==> src/hdl/scrolling_sixteen_segment_driver_assert.svh <==
// Assertion macros for the scrolling sixteen-segment display driver.
// Included by the top level; define NO_ASSERTIONS to compile them away.
`ifndef SCROLLING_SIXTEEN_SEGMENT_DRIVER_ASSERT_SVH
`define SCROLLING_SIXTEEN_SEGMENT_DRIVER_ASSERT_SVH
`ifndef NO_ASSERTIONS
`define SSD_ASSERT_IMP(lbl, clk, rstn, ante, cons) \
    lbl: assert property (@(posedge clk) disable iff (!rstn) (ante) |-> (cons)) \
        else $error("assertion failed");
`define SSD_ASSERT_NEXT(lbl, clk, rstn, ante, cons) \
    lbl: assert property (@(posedge clk) disable iff (!rstn) (ante) |=> (cons)) \
        else $error("assertion failed");
`else
`define SSD_ASSERT_IMP(lbl, clk, rstn, ante, cons)
`define SSD_ASSERT_NEXT(lbl, clk, rstn, ante, cons)
`endif
`endif

==> src/hdl/ssd_pkg.sv <==
// Package for the scrolling sixteen-segment display driver.
// Holds request modes, register indexes, character constants and the font.
// No dependencies.
package ssd_pkg;

    typedef enum logic [1:0] {
        MODE_REFRESH = 2'd0,
        MODE_APPEND  = 2'd1,
        MODE_SCROLL  = 2'd2,
        MODE_CLEAR   = 2'd3
    } mode_t;

    localparam logic [1:0] CFG_CURSOR_POS  = 2'd0;
    localparam logic [1:0] CFG_CURSOR_CHAR = 2'd1;

    localparam int unsigned CHAR_W = 7;
    localparam int unsigned SEG_W  = 16;

    localparam logic [CHAR_W-1:0] SPACE_CODE       = 7'd32;
    localparam logic [CHAR_W-1:0] CURSOR_CHAR_INIT = 7'd95;
    localparam logic [SEG_W-1:0]  BLANK_PATTERN    = 16'hFFFF;

    function automatic logic [SEG_W-1:0] glyph_of(input logic [CHAR_W-1:0] code);
        logic [SEG_W-1:0] pat;
        pat = 16'h0000;
        case (code[5:0] ^ 6'h20)
            6'd0:    pat = 16'hFFFF;
            6'd13:   pat = 16'hFF3F;
            6'd16:   pat = 16'h00F6;
            6'd17:   pat = 16'hCFF7;
            6'd18:   pat = 16'h113F;
            6'd19:   pat = 16'h03BF;
            6'd20:   pat = 16'hCE3F;
            6'd21:   pat = 16'h223F;
            6'd22:   pat = 16'h203F;
            6'd23:   pat = 16'h3F36;
            6'd24:   pat = 16'h003F;
            6'd25:   pat = 16'h023F;
            6'd30:   pat = 16'hFFDE;
            6'd33:   pat = 16'h0C3F;
            6'd34:   pat = 16'h03AD;
            6'd35:   pat = 16'h30FF;
            6'd36:   pat = 16'h03ED;
            6'd37:   pat = 16'h307F;
            6'd38:   pat = 16'h3C7F;
            6'd39:   pat = 16'h20BF;
            6'd40:   pat = 16'hCC3F;
            6'd41:   pat = 16'h33ED;
            6'd42:   pat = 16'hC1FF;
            6'd43:   pat = 16'hFC73;
            6'd44:   pat = 16'hF0FF;
            6'd45:   pat = 16'hCCD7;
            6'd46:   pat = 16'hCCDB;
            6'd47:   pat = 16'h00FF;
            6'd48:   pat = 16'h1C3F;
            6'd49:   pat = 16'h00FB;
            6'd50:   pat = 16'h1C3B;
            6'd51:   pat = 16'h223F;
            6'd52:   pat = 16'h3FED;
            6'd53:   pat = 16'hC0FF;
            6'd54:   pat = 16'hFCF6;
            6'd55:   pat = 16'hCCFA;
            6'd56:   pat = 16'hFFD2;
            6'd57:   pat = 16'hFFD5;
            6'd58:   pat = 16'h33F6;
            6'd63:   pat = 16'hF3FF;
            default: pat = 16'h0000;
        endcase
        if (code[6] == code[5])
        begin
            pat = BLANK_PATTERN;
        end
        return pat;
    endfunction

endpackage

==> src/hdl/scrolling_sixteen_segment_driver.sv <==
// Scrolling sixteen-segment display driver: message store, scroll window and digit mux.
// Depends on ssd_pkg and scrolling_sixteen_segment_driver_assert.svh.
// Refresh, append and clear requests complete without blocking the input; a refresh result
// is registered and valid in the cycle after the request. A new request is taken every
// cycle while no scroll step is busy and the output is not stalled. A scroll step reads the
// store once per digit through its single read port and blocks the input until it is done.
`include "scrolling_sixteen_segment_driver_assert.svh"

module scrolling_sixteen_segment_driver #(
    parameter int unsigned MSG_DEPTH  = 128,
    parameter int unsigned NUM_DIGITS = 6
) (
    input  logic                             clk,
    input  logic                             rst_n,
    input  logic                             s_tvalid,
    output logic                             s_tready,
    input  logic [7:0]                       s_tdata,   // char_code
    input  logic [1:0]                       s_tuser,   // mode
    output logic                             m_tvalid,
    input  logic                             m_tready,
    output logic [15:0]                      m_tdata,   // segments
    output logic [$clog2(NUM_DIGITS)-1:0]    m_tuser,   // digit_select
    input  logic                             cfg_valid,
    output logic                             cfg_ready,
    input  logic [1:0]                       cfg_index,
    input  logic [6:0]                       cfg_data
);

    // Reset is asynchronous and active low; the message store itself is not cleared.
    localparam int unsigned ADDR_W = $clog2(MSG_DEPTH);
    localparam int unsigned LEN_W  = $clog2(MSG_DEPTH + 1);
    localparam int unsigned DIG_W  = $clog2(NUM_DIGITS);
    localparam int unsigned CUR_W  = $clog2(NUM_DIGITS + 1);
    localparam int unsigned STEP_W = $clog2(NUM_DIGITS + 1);
    localparam int unsigned CW     = ssd_pkg::CHAR_W;

    logic [CW-1:0]     msg_mem [MSG_DEPTH];
    logic [CW-1:0]     rd_data_reg;

    logic [CUR_W-1:0]  cursor_pos_reg;
    logic [CW-1:0]     cursor_char_reg;
    logic [LEN_W-1:0]  length_reg, length_next;
    logic [ADDR_W-1:0] offset_reg, offset_next;
    logic [ADDR_W-1:0] ptr_reg, ptr_next;
    logic [CW-1:0]     window_reg [NUM_DIGITS];
    logic [CW-1:0]     window_next [NUM_DIGITS];
    logic [DIG_W-1:0]  dig_reg, dig_next;
    logic              busy_reg, busy_next;
    logic [STEP_W-1:0] step_reg, step_next;
    logic              pend_reg, pend_next;
    logic              pend_space_reg, pend_space_next;
    logic [DIG_W-1:0]  pend_idx_reg, pend_idx_next;
    logic              out_valid_reg, out_valid_next;
    logic [15:0]       seg_reg, seg_next;
    logic [DIG_W-1:0]  sel_reg, sel_next;

    logic              accept;
    logic              issue;
    logic              do_append;
    ssd_pkg::mode_t    mode;
    logic [CW-1:0]     char_code;
    logic [CW-1:0]     shown;

    assign mode      = ssd_pkg::mode_t'(s_tuser);
    assign char_code = s_tdata[CW-1:0];
    assign s_tready  = !busy_reg && (!out_valid_reg || m_tready);
    assign accept    = s_tvalid && s_tready;
    assign issue     = busy_reg && (step_reg != STEP_W'(NUM_DIGITS));
    assign do_append = accept && (mode == ssd_pkg::MODE_APPEND)
                       && (length_reg != LEN_W'(MSG_DEPTH));
    assign cfg_ready = 1'b1;
    assign m_tvalid  = out_valid_reg;
    assign m_tdata   = seg_reg;
    assign m_tuser   = sel_reg;

    assign shown = (cursor_pos_reg == CUR_W'(dig_reg)) ? cursor_char_reg
                                                        : window_reg[dig_reg];

    always_ff @(posedge clk)
    begin
        if (do_append)
        begin
            msg_mem[length_reg[ADDR_W-1:0]] <= char_code;
        end
        if (issue)
        begin
            rd_data_reg <= msg_mem[ptr_reg];
        end
    end

    always_comb
    begin
        length_next     = length_reg;
        offset_next     = offset_reg;
        ptr_next        = ptr_reg;
        window_next     = window_reg;
        dig_next        = dig_reg;
        busy_next       = busy_reg;
        step_next       = step_reg;
        pend_next       = 1'b0;
        pend_space_next = pend_space_reg;
        pend_idx_next   = pend_idx_reg;
        out_valid_next  = out_valid_reg && !m_tready;
        seg_next        = seg_reg;
        sel_next        = sel_reg;

        if (pend_reg)
        begin
            window_next[pend_idx_reg] = pend_space_reg ? ssd_pkg::SPACE_CODE : rd_data_reg;
        end

        if (issue)
        begin
            pend_next       = 1'b1;
            pend_idx_next   = step_reg[DIG_W-1:0];
            pend_space_next = LEN_W'(step_reg) >= length_reg;
            step_next       = step_reg + STEP_W'(1);
            ptr_next        = (LEN_W'(ptr_reg) + LEN_W'(1) == length_reg)
                              ? '0 : ptr_reg + ADDR_W'(1);
        end
        else if (busy_reg && pend_reg)
        begin
            busy_next = 1'b0;
        end

        if (accept)
        begin
            case (mode)
                ssd_pkg::MODE_REFRESH:
                begin
                    out_valid_next = 1'b1;
                    sel_next       = dig_reg;
                    seg_next       = ssd_pkg::glyph_of(shown);
                    dig_next       = (dig_reg == DIG_W'(NUM_DIGITS - 1))
                                     ? '0 : dig_reg + DIG_W'(1);
                end
                ssd_pkg::MODE_APPEND:
                begin
                    if (do_append)
                    begin
                        length_next = length_reg + LEN_W'(1);
                    end
                end
                ssd_pkg::MODE_SCROLL:
                begin
                    if (length_reg == '0)
                    begin
                        offset_next = '0;
                        for (int i = 0; i < NUM_DIGITS; i++)
                        begin
                            window_next[i] = ssd_pkg::SPACE_CODE;
                        end
                    end
                    else
                    begin
                        busy_next   = 1'b1;
                        step_next   = '0;
                        ptr_next    = offset_reg;
                        offset_next = (LEN_W'(offset_reg) + LEN_W'(1) == length_reg)
                                      ? '0 : offset_reg + ADDR_W'(1);
                    end
                end
                ssd_pkg::MODE_CLEAR:
                begin
                    length_next = '0;
                    offset_next = '0;
                    for (int i = 0; i < NUM_DIGITS; i++)
                    begin
                        window_next[i] = ssd_pkg::SPACE_CODE;
                    end
                end
                default:
                begin
                    length_next = length_reg;
                end
            endcase
        end
    end

    always_ff @(posedge clk or negedge rst_n)
    begin
        if (!rst_n)
        begin
            cursor_pos_reg  <= CUR_W'(NUM_DIGITS);
            cursor_char_reg <= ssd_pkg::CURSOR_CHAR_INIT;
            length_reg      <= '0;
            offset_reg      <= '0;
            dig_reg         <= '0;
            busy_reg        <= 1'b0;
            step_reg        <= '0;
            pend_reg        <= 1'b0;
            out_valid_reg   <= 1'b0;
            for (int i = 0; i < NUM_DIGITS; i++)
            begin
                window_reg[i] <= ssd_pkg::SPACE_CODE;
            end
        end
        else
        begin
            if (cfg_valid && cfg_ready)
            begin
                if (cfg_index == ssd_pkg::CFG_CURSOR_POS)
                begin
                    cursor_pos_reg <= cfg_data[CUR_W-1:0];
                end
                else if (cfg_index == ssd_pkg::CFG_CURSOR_CHAR)
                begin
                    cursor_char_reg <= cfg_data;
                end
            end
            length_reg    <= length_next;
            offset_reg    <= offset_next;
            dig_reg       <= dig_next;
            busy_reg      <= busy_next;
            step_reg      <= step_next;
            pend_reg      <= pend_next;
            out_valid_reg <= out_valid_next;
            window_reg    <= window_next;
        end
    end

    always_ff @(posedge clk)
    begin
        ptr_reg        <= ptr_next;
        pend_space_reg <= pend_space_next;
        pend_idx_reg   <= pend_idx_next;
        seg_reg        <= seg_next;
        sel_reg        <= sel_next;
    end

    `SSD_ASSERT_IMP(a_busy_blocks_input, clk, rst_n, busy_reg, !s_tready)
    `SSD_ASSERT_IMP(a_digit_in_range, clk, rst_n, 1'b1, dig_reg < DIG_W'(NUM_DIGITS))
    `SSD_ASSERT_IMP(a_length_in_range, clk, rst_n, 1'b1, length_reg <= LEN_W'(MSG_DEPTH))
    `SSD_ASSERT_NEXT(a_scroll_starts, clk, rst_n,
        accept && (mode == ssd_pkg::MODE_SCROLL) && (length_reg != '0), busy_reg)
    `SSD_ASSERT_IMP(a_offset_below_length, clk, rst_n, busy_reg,
        LEN_W'(offset_reg) < length_reg)

endmodule

==> config.mk <==
export PLATFORM = sky130hd
export DESIGN_NAME = scrolling_sixteen_segment_driver
export DESIGN_NICKNAME = d
export VERILOG_FILES = /design/src/hdl/ssd_pkg.sv /design/src/hdl/scrolling_sixteen_segment_driver.sv
export VERILOG_INCLUDE_DIRS = /design/src /design/src/hdl
export SDC_FILE = /design/constraint.sdc
export NUM_CORES = 1
export LEC_CHECK = 0
export BUFFER_PORTS_ARGS = -buffer_cell sky130_fd_sc_hd__buf_2
export CORE_UTILIZATION = 55
export CTS_CLUSTER_DIAMETER = 120
export DETAILED_ROUTE_END_ITERATION = 10
export PLACE_DENSITY = 0.72
export SLEW_MARGIN = 40
export SYNTH_ARGS = -nofsm -noshare
export SYNTH_HDL_FRONTEND = slang
export SYNTH_SLANG_ARGS = --single-unit
export TNS_END_PERCENT = 1
==> constraint.sdc <==
create_clock -name clk -period 9.9 [get_ports clk]
set_input_delay 1.485 -clock clk [delete_from_list [all_inputs] [get_ports clk]]
set_output_delay 1.485 -clock clk [all_outputs]
set_load 0.05 [all_outputs]
Word-level counts from Yosys, hierarchy flattened
Memory sizes are Yosys's and may differ from the RTL's. A register that Yosys moved wholly into a read port is not among the register bits.
Index checks and enable logic that the tools add are counted.

storage, ports and cells
  word-level logic and storage cells = 107
  memories kept = 2
  bits in read-only memories = 1,024
  register bits after elaboration = 90
  input bits = 24
  RAM bits = 896
  output and inout port bits = 22

cells by class
  multiplexer cells = 37
  reductions and logical operators = 22
  eq/ne operators = 12
  add/subtract/negate cells = 7
  order comparisons = 4
  bitwise gates (word level) = 4

memory list
  memory            depth  bits a word  read ports  clocked after Yosys merged registers in  wr ports  RTL line                                text
  (name not given)  64     16           1           1                                        0         ssd_pkg.sv:26                           case (code[5:0] ^ 6'h20)
  msg_mem           128    7            1           1                                        1         scrolling_sixteen_segment_driver.sv:37  logic [CW-1:0] msg_mem [MSG_DEPTH];

operators with widths
  kind                 number
  $mux 42              3
  $mux 7               12
  $pmux 42 s2          1
  $bwmux 42            1
  $bmux 7 s3           1
  $demux 7 s3          1
  $add 7x1->8 const B  2
  $eq 8x8->1           2
  $pmux 8 s2           1
  $mux 3               5
  $add 7x1->7 const B  2
  $pmux 7 s2           1
  $mux 1               10
  $add 8x1->8 const B  1
  $ge 3x8->1           1
  $ge 4x4->1 const B   2
  $logic_and 1x1->1    8
  $logic_not 8->1      1
  $mux 8               1
  $ne 8x8->1 const B   1
  $not 3->4            2
  $add 3x1->3 const B  2
  $reduce_and 2->1     3
  $reduce_and 3->1     2
  13 further kinds     20

Longest topological paths before layout
Gate-level depths: netlist of the first run.

  depth after elaboration = 10
  gate-level depth with buffers = 12

Worst setup path before layout of the first run
Ideal clock, no wire load.

  path kind = input to register
  from = in m_tready
  to = reg dig_reg[1]
  stages = 5
  arrival = 3.930 ns
  path slack = 5.845 ns
  required time = 9.775 ns
  cells stage by stage = nor2b_1 > nor3b_1 > nor3b_1 > nand2_1 > mux2_2

between the ends
  cells in the longest elaborated chain, start to end = 4

ends and longest elaborated chain
  element                            RTL line                                 text
  from (decl)                        scrolling_sixteen_segment_driver.sv:20   input logic m_tready,
  $logic_or 1x1->1                   scrolling_sixteen_segment_driver.sv:66   assign s_tready = !busy_reg && (!out_valid_reg || m_tready);
  $logic_and 1x1->1                  scrolling_sixteen_segment_driver.sv:66
  $logic_and 1x1->1                  scrolling_sixteen_segment_driver.sv:67   assign accept = s_tvalid && s_tready;
  $reduce_and 2->1 (no source line)  --
  to (signal assigned)               scrolling_sixteen_segment_driver.sv:213  dig_reg <= dig_next;
  to (decl)                          scrolling_sixteen_segment_driver.sv:47   logic [DIG_W-1:0] dig_reg, dig_next;

Every way passes these cells.
A chain may end at the register's enable or synchronous reset.

Worst setup path after layout of the first run
  from = reg dig_reg[0]
  to = reg seg_reg[8], in the netlist m_tdata[8], data pin

between the ends
  cells in the longest elaborated chain, start to end = 6
  elaborated cells on any way between the ends = 8

ends and longest elaborated chain
  element                                         RTL line                                 text
  $not 3->4 (not written as such)                 scrolling_sixteen_segment_driver.sv:77   : window_reg[dig_reg];
  $bmux 7 s3                                      scrolling_sixteen_segment_driver.sv:77
  $mux 7 (not written as such) (2 in a row)       scrolling_sixteen_segment_driver.sv:77
  $mux 7 (*)                                      scrolling_sixteen_segment_driver.sv:76   assign shown = (cursor_pos_reg == CUR_W'(dig_reg)) ? cursor_char_reg
  $eq 1x1->1 / $not 1->1 (equally long branches)  --
  to (signal assigned)                            scrolling_sixteen_segment_driver.sv:227  seg_reg <= seg_next;
  to (decl)                                       scrolling_sixteen_segment_driver.sv:54   logic [15:0] seg_reg, seg_next;

Every way passes the cells marked *; elsewhere a longest branch is shown, timed or not. The select of a mux whose other input is x is not followed.

==> impl_metrics.ini, run 1 <==
[cts]
clk_pin_slew_ns = 0.06
cts_tree = yes
cts.hold.buffers_added = 0
numCtsBuffers = 100
h-tree-depth = 3
cts.sinks = 1007
clock-root-buffer = clkbuf_16
clock_path_buffers = 3
post_cts_resize_count = 0
post-cts-setup-buffers = 0
clk_latency_ns = 0.67

[cells_and_area]
finalNonFillerCells = 3194
drive_gt1_share_pct = 26.09
nets = 2200
diodes = 0
largest_reg_flops = 896
syn_to_final_growth_pct = 10.91

[setup_path]
cp-start-kind = flip-flop
r2r_slack_ns = 5.55
required_ns = 10.38
critical_path_class = flip-flop to flip-flop
cp.arrival_ns = 4.84
worst-path-max-fanout = 19
endpoint_kind = flip-flop

[outcome]
status = completed

[placement]
port_buffers = 43
place_inst = 3016
place.gp.congestion = 0.8661
dpl.hpwl_mm = 52.90

[sta]
whs_ns = 0.5056
setup_tns_ns = 0
finalCriticalPeriod_ns = 4.355
final_max_slew_viol_count = 0
final_hold_viol_count = 0
fin_crit_sh_pct = 43.98
rsz0062_at_grt = false
fin_worst_skew_ns = 0.03946
fmax_ghz = 0.2296
worst_pin_slew_ns = 0.9118
maxSlewHeadroom_pct = 39.00
setup_violations = 0

[power_and_ir_drop]
pwr_density_cell_mw_per_mm2 = 278.4
irDropWorstVdd_mv = 0.1707
p_leak_nw = 14.53

[synth]
synth_nets = 2154
synth_edf_count = 924
synth.avg_cell_area_um2 = 19.45
ys_seq_elements = 1007
seq_area_frac_synth_pct = 72.53
synth_warnings = 0
synthDistinctLibCells = 68
ys.flop_type = edfxtp_1
async_flop_share_pct = 7.547
netlist_instances = 2113
synth_area_mm2 = 0.04110

[floorplanning]
start_util_pct = 55.95
io_pins = 46
die_x_um = 275.4
die_area_mm2 = 0.07582
num_rows = 99
coreArea_mm2 = 0.07345
dieHeight_um = 275.4

[global_route]
track_usage_pct = 24.34
grt_first_pass_wirelength_mm = 134.7
grt_max_degree = 118
grt_pass1_vias = 20830
grt_overflow = 0
antenna_found_initial = 2

[routing]
via_count = 20400
drtPass1Iterations = 5
drt_wl_total_mm = 88.72
vias_per_cell = 6.388
antenna_left = 0
wl_per_cell_um = 27.78
drc_errors = 0
drt_iter0_drc = 2251

[run]
maxCapViolations = 0

[min_path]
hp-class = flip-flop to flip-flop
-- final cells by class --
type | count | area (um2)
Clock buffer | 133 | 2735
Clock inverter | 45 | 417.9
Fill cell | 4961 | 27880
Inverter | 16 | 60.06
Multi-Input combinational cell | 964 | 10780
Sequential cell | 1007 | 29820
Tap cell | 959 | 1200
Timing Repair Buffer | 70 | 563.0
-- layer usage --
metal | vias to the layer above | global-route usage [%] | share of wire (%)
met5 | - | 0 | 0.030
met4 | 4 | 6.005 | 2.1
met3 | 132 | 4.837 | 8.1
met2 | 891 | 39.67 | 50
met1 | 10680 | 34.22 | 40
li1 | 8698 | - | -
-- cell usage in the layout (no fill, tap or decap), types with 5 or more instances in the layout --
cell | netlist | routed
xnor2_1 | 17 | 17
o22ai_1 | 9 | 9
edfxtp_1 | 924 | 924
nor2b_1 | 19 | 19
a31oi_1 | 7 | 7
nor3_1 | 10 | 6
o21ai_0 | 28 | 28
buf_12 | 0 | 5
clkinv_2 | 0 | 14
buf_6 | 0 | 6
or3_1 | 6 | 6
and3_1 | 7 | 7
nand2_2 | 0 | 6
inv_1 | 15 | 14
a211oi_1 | 6 | 6
clkbuf_16 | 0 | 104
clkbuf_1 | 69 | 26
nor2_1 | 204 | 202
nand2_1 | 96 | 90
ha_1 | 17 | 17
nand3_1 | 19 | 17
a31o_2 | 5 | 5
a21oi_1 | 39 | 39
dfstp_2 | 14 | 14
a221o_1 | 7 | 7
dfrtp_1 | 62 | 61
nor3b_1 | 10 | 9
clkinv_1 | 0 | 18
buf_4 | 5 | 20
buf_2 | 38 | 35
xor2_1 | 12 | 12
o211ai_1 | 8 | 8
mux4_2 | 298 | 298
nor4_1 | 6 | 6
mux2i_1 | 35 | 34
mux2_2 | 33 | 33
-- cell families after synthesis --
| logic type | synth area share (%) |
|---|---|
| flip-flops | 72.53 |
| AND/OR/NAND/NOR | 4.189 |
| multiplexers | 18.09 |
| AO/OA/AOI/OAI | 2.594 |
| buffers and inverters | 1.458 |
| XOR/XNOR | 0.6180 |
| adder cells (fa/ha/maj) | 0.5176 |
| other | 0.009125 |
-- report_power, final --
group / switching, mW / internal (mW)
Clock: 1.57 / 2.05
Sequential: 0.240 / 4.87
Combinational: 2.13 / 1.83
Total: 3.93 / 8.75
-- critical path: stages, from the launching register on --
cell and delay [ns]:
dfrtp_2 0.70, xor2_1 0.50, or3_1 0.51, mux2i_1 0.70, inv_1 0.23, ha_1 0.38, and2_1 0.21, o31ai_1 0.58
o22ai_1 0.18, a21oi_1 0.18
-- stage by stage --
| stage | util, % | worst slack (ns) | area [um2] | total power [mW] |
|---|---|---|---|---|
| 3_3_place_gp | 57.50 | 4.948 | 42240 | 9.001 |
| 2_1_floorplan | - | 5.845 | 41100 | 7.972 |
| 4_1_cts | 62.01 | 5.637 | 45550 | 12.72 |
| 6_report | 62.05 | 5.546 | 45580 | 12.69 |
| 3_5_place_dp | 57.71 | 4.931 | 42390 | 9.125 |
| 5_1_grt | 62.05 | 5.241 | 45580 | 13.19 |
-- path summary, 6_finish.rpt --
path	endpoint	start	cells after the start
setup / recovery	m_tdata[8]$_SDFFCE_PN1P_	dig_reg[0]$_DFFE_PN0P_	9
hold / removal	window_reg[40]$_DFF_PN1_	window_reg[40]$_DFF_PN1_	2
setup reg to reg	m_tdata[8]$_SDFFCE_PN1P_	dig_reg[0]$_DFFE_PN0P_	9
hold reg to reg	window_reg[40]$_DFF_PN1_	window_reg[40]$_DFF_PN1_	2
max in group asynchronous	dig_reg[0]$_DFFE_PN0P_	rst_n	1
min in group asynchronous	window_reg[23]$_DFF_PN0_	rst_n	1
-- synth_stat cells, types with 8 or more instances --
library cell,instances,area share [%]
xor2_1,12,0.26
o211ai_1,8,0.15
nor2b_1,19,0.29
buf_2,38,0.46
nor2_1,204,1.9
nor3_1,10,0.12
o21ai_0,28,0.34
clkbuf_1,69,0.63
nand2_1,96,0.88
dfrtp_1,62,3.8
mux2i_1,35,0.85
nand3_1,19,0.23
dfstp_2,14,0.90
nor3b_1,10,0.18
a21oi_1,39,0.47
ha_1,17,0.52
mux2_2,33,0.90
edfxtp_1,924,68
o22ai_1,9,0.14
inv_1,15,0.14
buf_1,14,0.13
xnor2_1,17,0.36
mux4_2,298,16
Power figures use the tool's default switching activity.
==> run 2, diff against run 1 <==
- ABC_AREA: not set -> 1
- PLACE_DENSITY: 0.72 -> 0.75
- clock period: 9.9 -> 3.9 ns (I/O delays scaled with it)
==> run 2 against run 1 <==
Net effect:
- synthesized area rose by 3.3%
- global-route usage rose by 2.0 points
- critical path depth fell by 1
- worst hold slack got worse by 0.35 ns
- total power rose to 2.7 times the previous value
- critical endpoint is now msg_mem[119][3]$_DFFE_PP_
- register-to-register slack got worse by 5.1 ns
- highest routed layer unchanged
- first-iteration DRC count rose by 64%
- sequential power rose to 2.5 times the previous value
- via count rose by 40%
- synthesized cell count rose by 71%
- clock power rose by 150%
- die area rose by 3.3%
==> impl_metrics.ini, run 2 <==
[cts]
cts.hold.buffers_added = 1
clock-root-buffer = clkbuf_16
cts_tree = yes
clk_latency_ns = 0.67
numCtsBuffers = 100
h-tree-depth = 3
clock_path_buffers = 3
cts.sinks = 1007
post-cts-setup-buffers = 0
clk_pin_slew_ns = 0.06
post_cts_resize_count = 0

[synth]
synth_edf_count = 924
synth_warnings = 0
synth_top_cell_by_area = edfxtp_1
synth.most_common_cell = edfxtp_1
synth_mux_area_share_pct = 0.05303
ys.flop_type = edfxtp_1
synth_area_mm2 = 0.04247
synth_nets = 3651
synthAdderAreaFrac_pct = 0.5008
ys_seq_elements = 1007
async_flop_share_pct = 7.547
netlist_instances = 3610
synth.avg_cell_area_um2 = 11.76
yosysTopAreaCellShare_pct = 65.33
synth_xor_area_share_pct = 0.3712
synth-simple-area-share_pct = 13.73
seq_area_frac_synth_pct = 70.18
synthDistinctLibCells = 52
synth_area_leaders = edfxtp_1 65%, nor2_1 6.5%, o21ai_0 5.5%
yosys-top-cells-count = 924 x edfxtp_1, 734 x nor2_1, 463 x o21ai_0
synth_compound_area_share_pct = 11.50
synth_top_family_by_area = simple AND/OR/NAND/NOR gates

[setup_path]
r2r_slack_ns = 0.42
critical_path_class = flip-flop to flip-flop
worst-path-max-fanout = 9
critPathBufInv = 2
cp.arrival_ns = 3.77
r2r-end = msg_mem[119][3]$_DFFE_PP_
worstReg2RegStart = length_reg[1]$_DFFE_PN0P_
endpoint = msg_mem[119][3]$_DFFE_PP_
slowest_stage = nor2_1
worst_path_dominant_cell_family = simple AND/OR/NAND/NOR gates
cp_cell_sequence = clkinv_1 -> ha_1 -> nand4_1 -> nand2_2 -> nor2_2 -> nand2_1 -> buf_4 -> nor2_1
cp.depth = 8
endpoint_kind = flip-flop
cp-start-kind = flip-flop
slowest_delay_ns = 0.56
r2r_cells = 8
required_ns = 4.19
crit_start = length_reg[1]$_DFFE_PN0P_

[power_and_ir_drop]
pwr_density_cell_mw_per_mm2 = 740.7
p_leak_nw = 15.80
irDropWorstVdd_mv = 0.7301

[global_route]
track_usage_pct = 26.35
grt_max_degree = 196
grt_first_pass_wirelength_mm = 157.8
antenna_found_initial = 1
grt_overflow = 0
grt_pass1_vias = 27410

[sta]
final_hold_viol_count = 0
setup_tns_ns = 0
worst_pin_slew_ns = 0.9747
rsz0062_at_grt = false
finalCriticalPeriod_ns = 3.478
fin_crit_sh_pct = 89.18
setup_violations = 0
final_max_slew_viol_count = 0
fmax_ghz = 0.2875
fin_worst_skew_ns = 0.02123
maxSlewHeadroom_pct = 35.02

[cells_and_area]
mostFrequentLayoutCells = 924 x edfxtp_1, 730 x nor2_1, 463 x o21ai_0, 410 x nand2_1, 178 x nand3_1
drive_gt1_share_pct = 8.607
final_common_cell = edfxtp_1
diodes = 0
syn_to_final_growth_pct = 9.881
largest_reg_flops = 896
design_area_mm2 = 0.04667
nets = 3629

[floorplanning]
io_pins = 46
die_x_um = 279.9
start_util_pct = 55.73
num_rows = 101
coreArea_mm2 = 0.07620
dieHeight_um = 279.9
die_area_mm2 = 0.07834

[routing]
wl_met3_mm = 8.759
wl_met1_mm = 41.34
drtPass1Iterations = 6
drt_wl_total_mm = 102.9
antenna_left = 0
wl_met2_mm = 49.32
wl_per_cell_um = 21.94
topRoutingLayerUsed = met5
drc_errors = 0
via_count = 28580
drt_iter0_drc = 3688
vias_per_cell = 6.094

[run]
maxCapViolations = 0

[min_path]
hp-class = primary input to flip-flop

[placement]
placed_cell_area_mm2 = 0.04363
place.gp.congestion = 0.9495
port_buffers = 43
dpl.hpwl_mm = 58.09

[outcome]
status = completed
[run 2: changes by cell type in the layout (fill, tap and decap cells not counted), moves of 19 or more]
cell	change
o21ai_0	+435
inv_1	+72
mux2i_1	-34
nand3_1	+161
a21oi_1	+32
nor2_1	+528
buf_4	+38
mux2_2	-31
nand2_1	+320
o221ai_1	+133
o211ai_1	+85
nor2b_1	-19
mux4_2	-298
nand4_1	+42
[run 2: metrics by stage]
stage	hold slack, ns	instances	utilization [%]	setup slack [ns]	total power, mW
2_1_floorplan	0.2894	3610	-	0.5627	21.91
3_3_place_gp	0.4590	4514	57.21	0.5408	25.18
3_5_place_dp	0.4766	4515	57.26	0.4514	25.45
4_1_cts	0.1248	4690	61.23	0.4535	34.40
5_1_grt	0.1439	4690	61.24	0.2597	36.32
6_report	0.1548	4690	61.24	0.4222	34.56
[run 2: final cells by class]
type | instances | area, um2
Inverter | 103 | 399.1
Sequential cell | 1007 | 29820
Fill cell | 5715 | 29530
Timing Repair Buffer | 114 | 1011
Clock buffer | 130 | 2636
Multi-Input combinational cell | 2262 | 11130
Tap cell | 1030 | 1289
Clock inverter | 44 | 381.6
[run 2: how the worst min path moves through the flow]
stage,start,end,depth (start not counted)
after global placement,pend_reg$_DFF_PN0_,busy_reg$_DFF_PN0_,1
after global routing,cfg_data[6],cursor_char_reg[6]$_DFFE_PN1P_,2
after detailed placement,pend_reg$_DFF_PN0_,busy_reg$_DFF_PN0_,1
final,cfg_data[6],cursor_char_reg[6]$_DFFE_PN1P_,2
after floorplan,rst_n,busy_reg$_DFF_PN0_,0
after CTS,cfg_data[6],cursor_char_reg[6]$_DFFE_PN1P_,2
[run 2: worst reg2reg max path, delay by kind of cell, from the launching register on]
family                     cells  cell delay [ns]
DFF                            1             0.49
buffers and inverters          2             0.81
and+or+nand+nor                5             1.48
adders and majority gates      1             0.33
[run 2: report_power, final]
group	internal, mW	switching (mW)
Combinational	3.66	8.92
Clock	5.03	3.99
Sequential	12.4	0.572
[run 2: per-layer routing]
layer	vias up	track usage, %
met5	-	0
met1	13920	36.56
met2	1406	42.36
met3	208	3.812
met4	2	10.14
li1	13050	-
[run 2: kinds of logic after synthesis]
kind of cell	Yosys count
and+or+nand+nor	1411
DFF	1007
AOI/OAI and AO/OA	813
buffers and inverters	341
xor gates and xnor gates	18
adders and majority gates	17
muxes	2
other	1
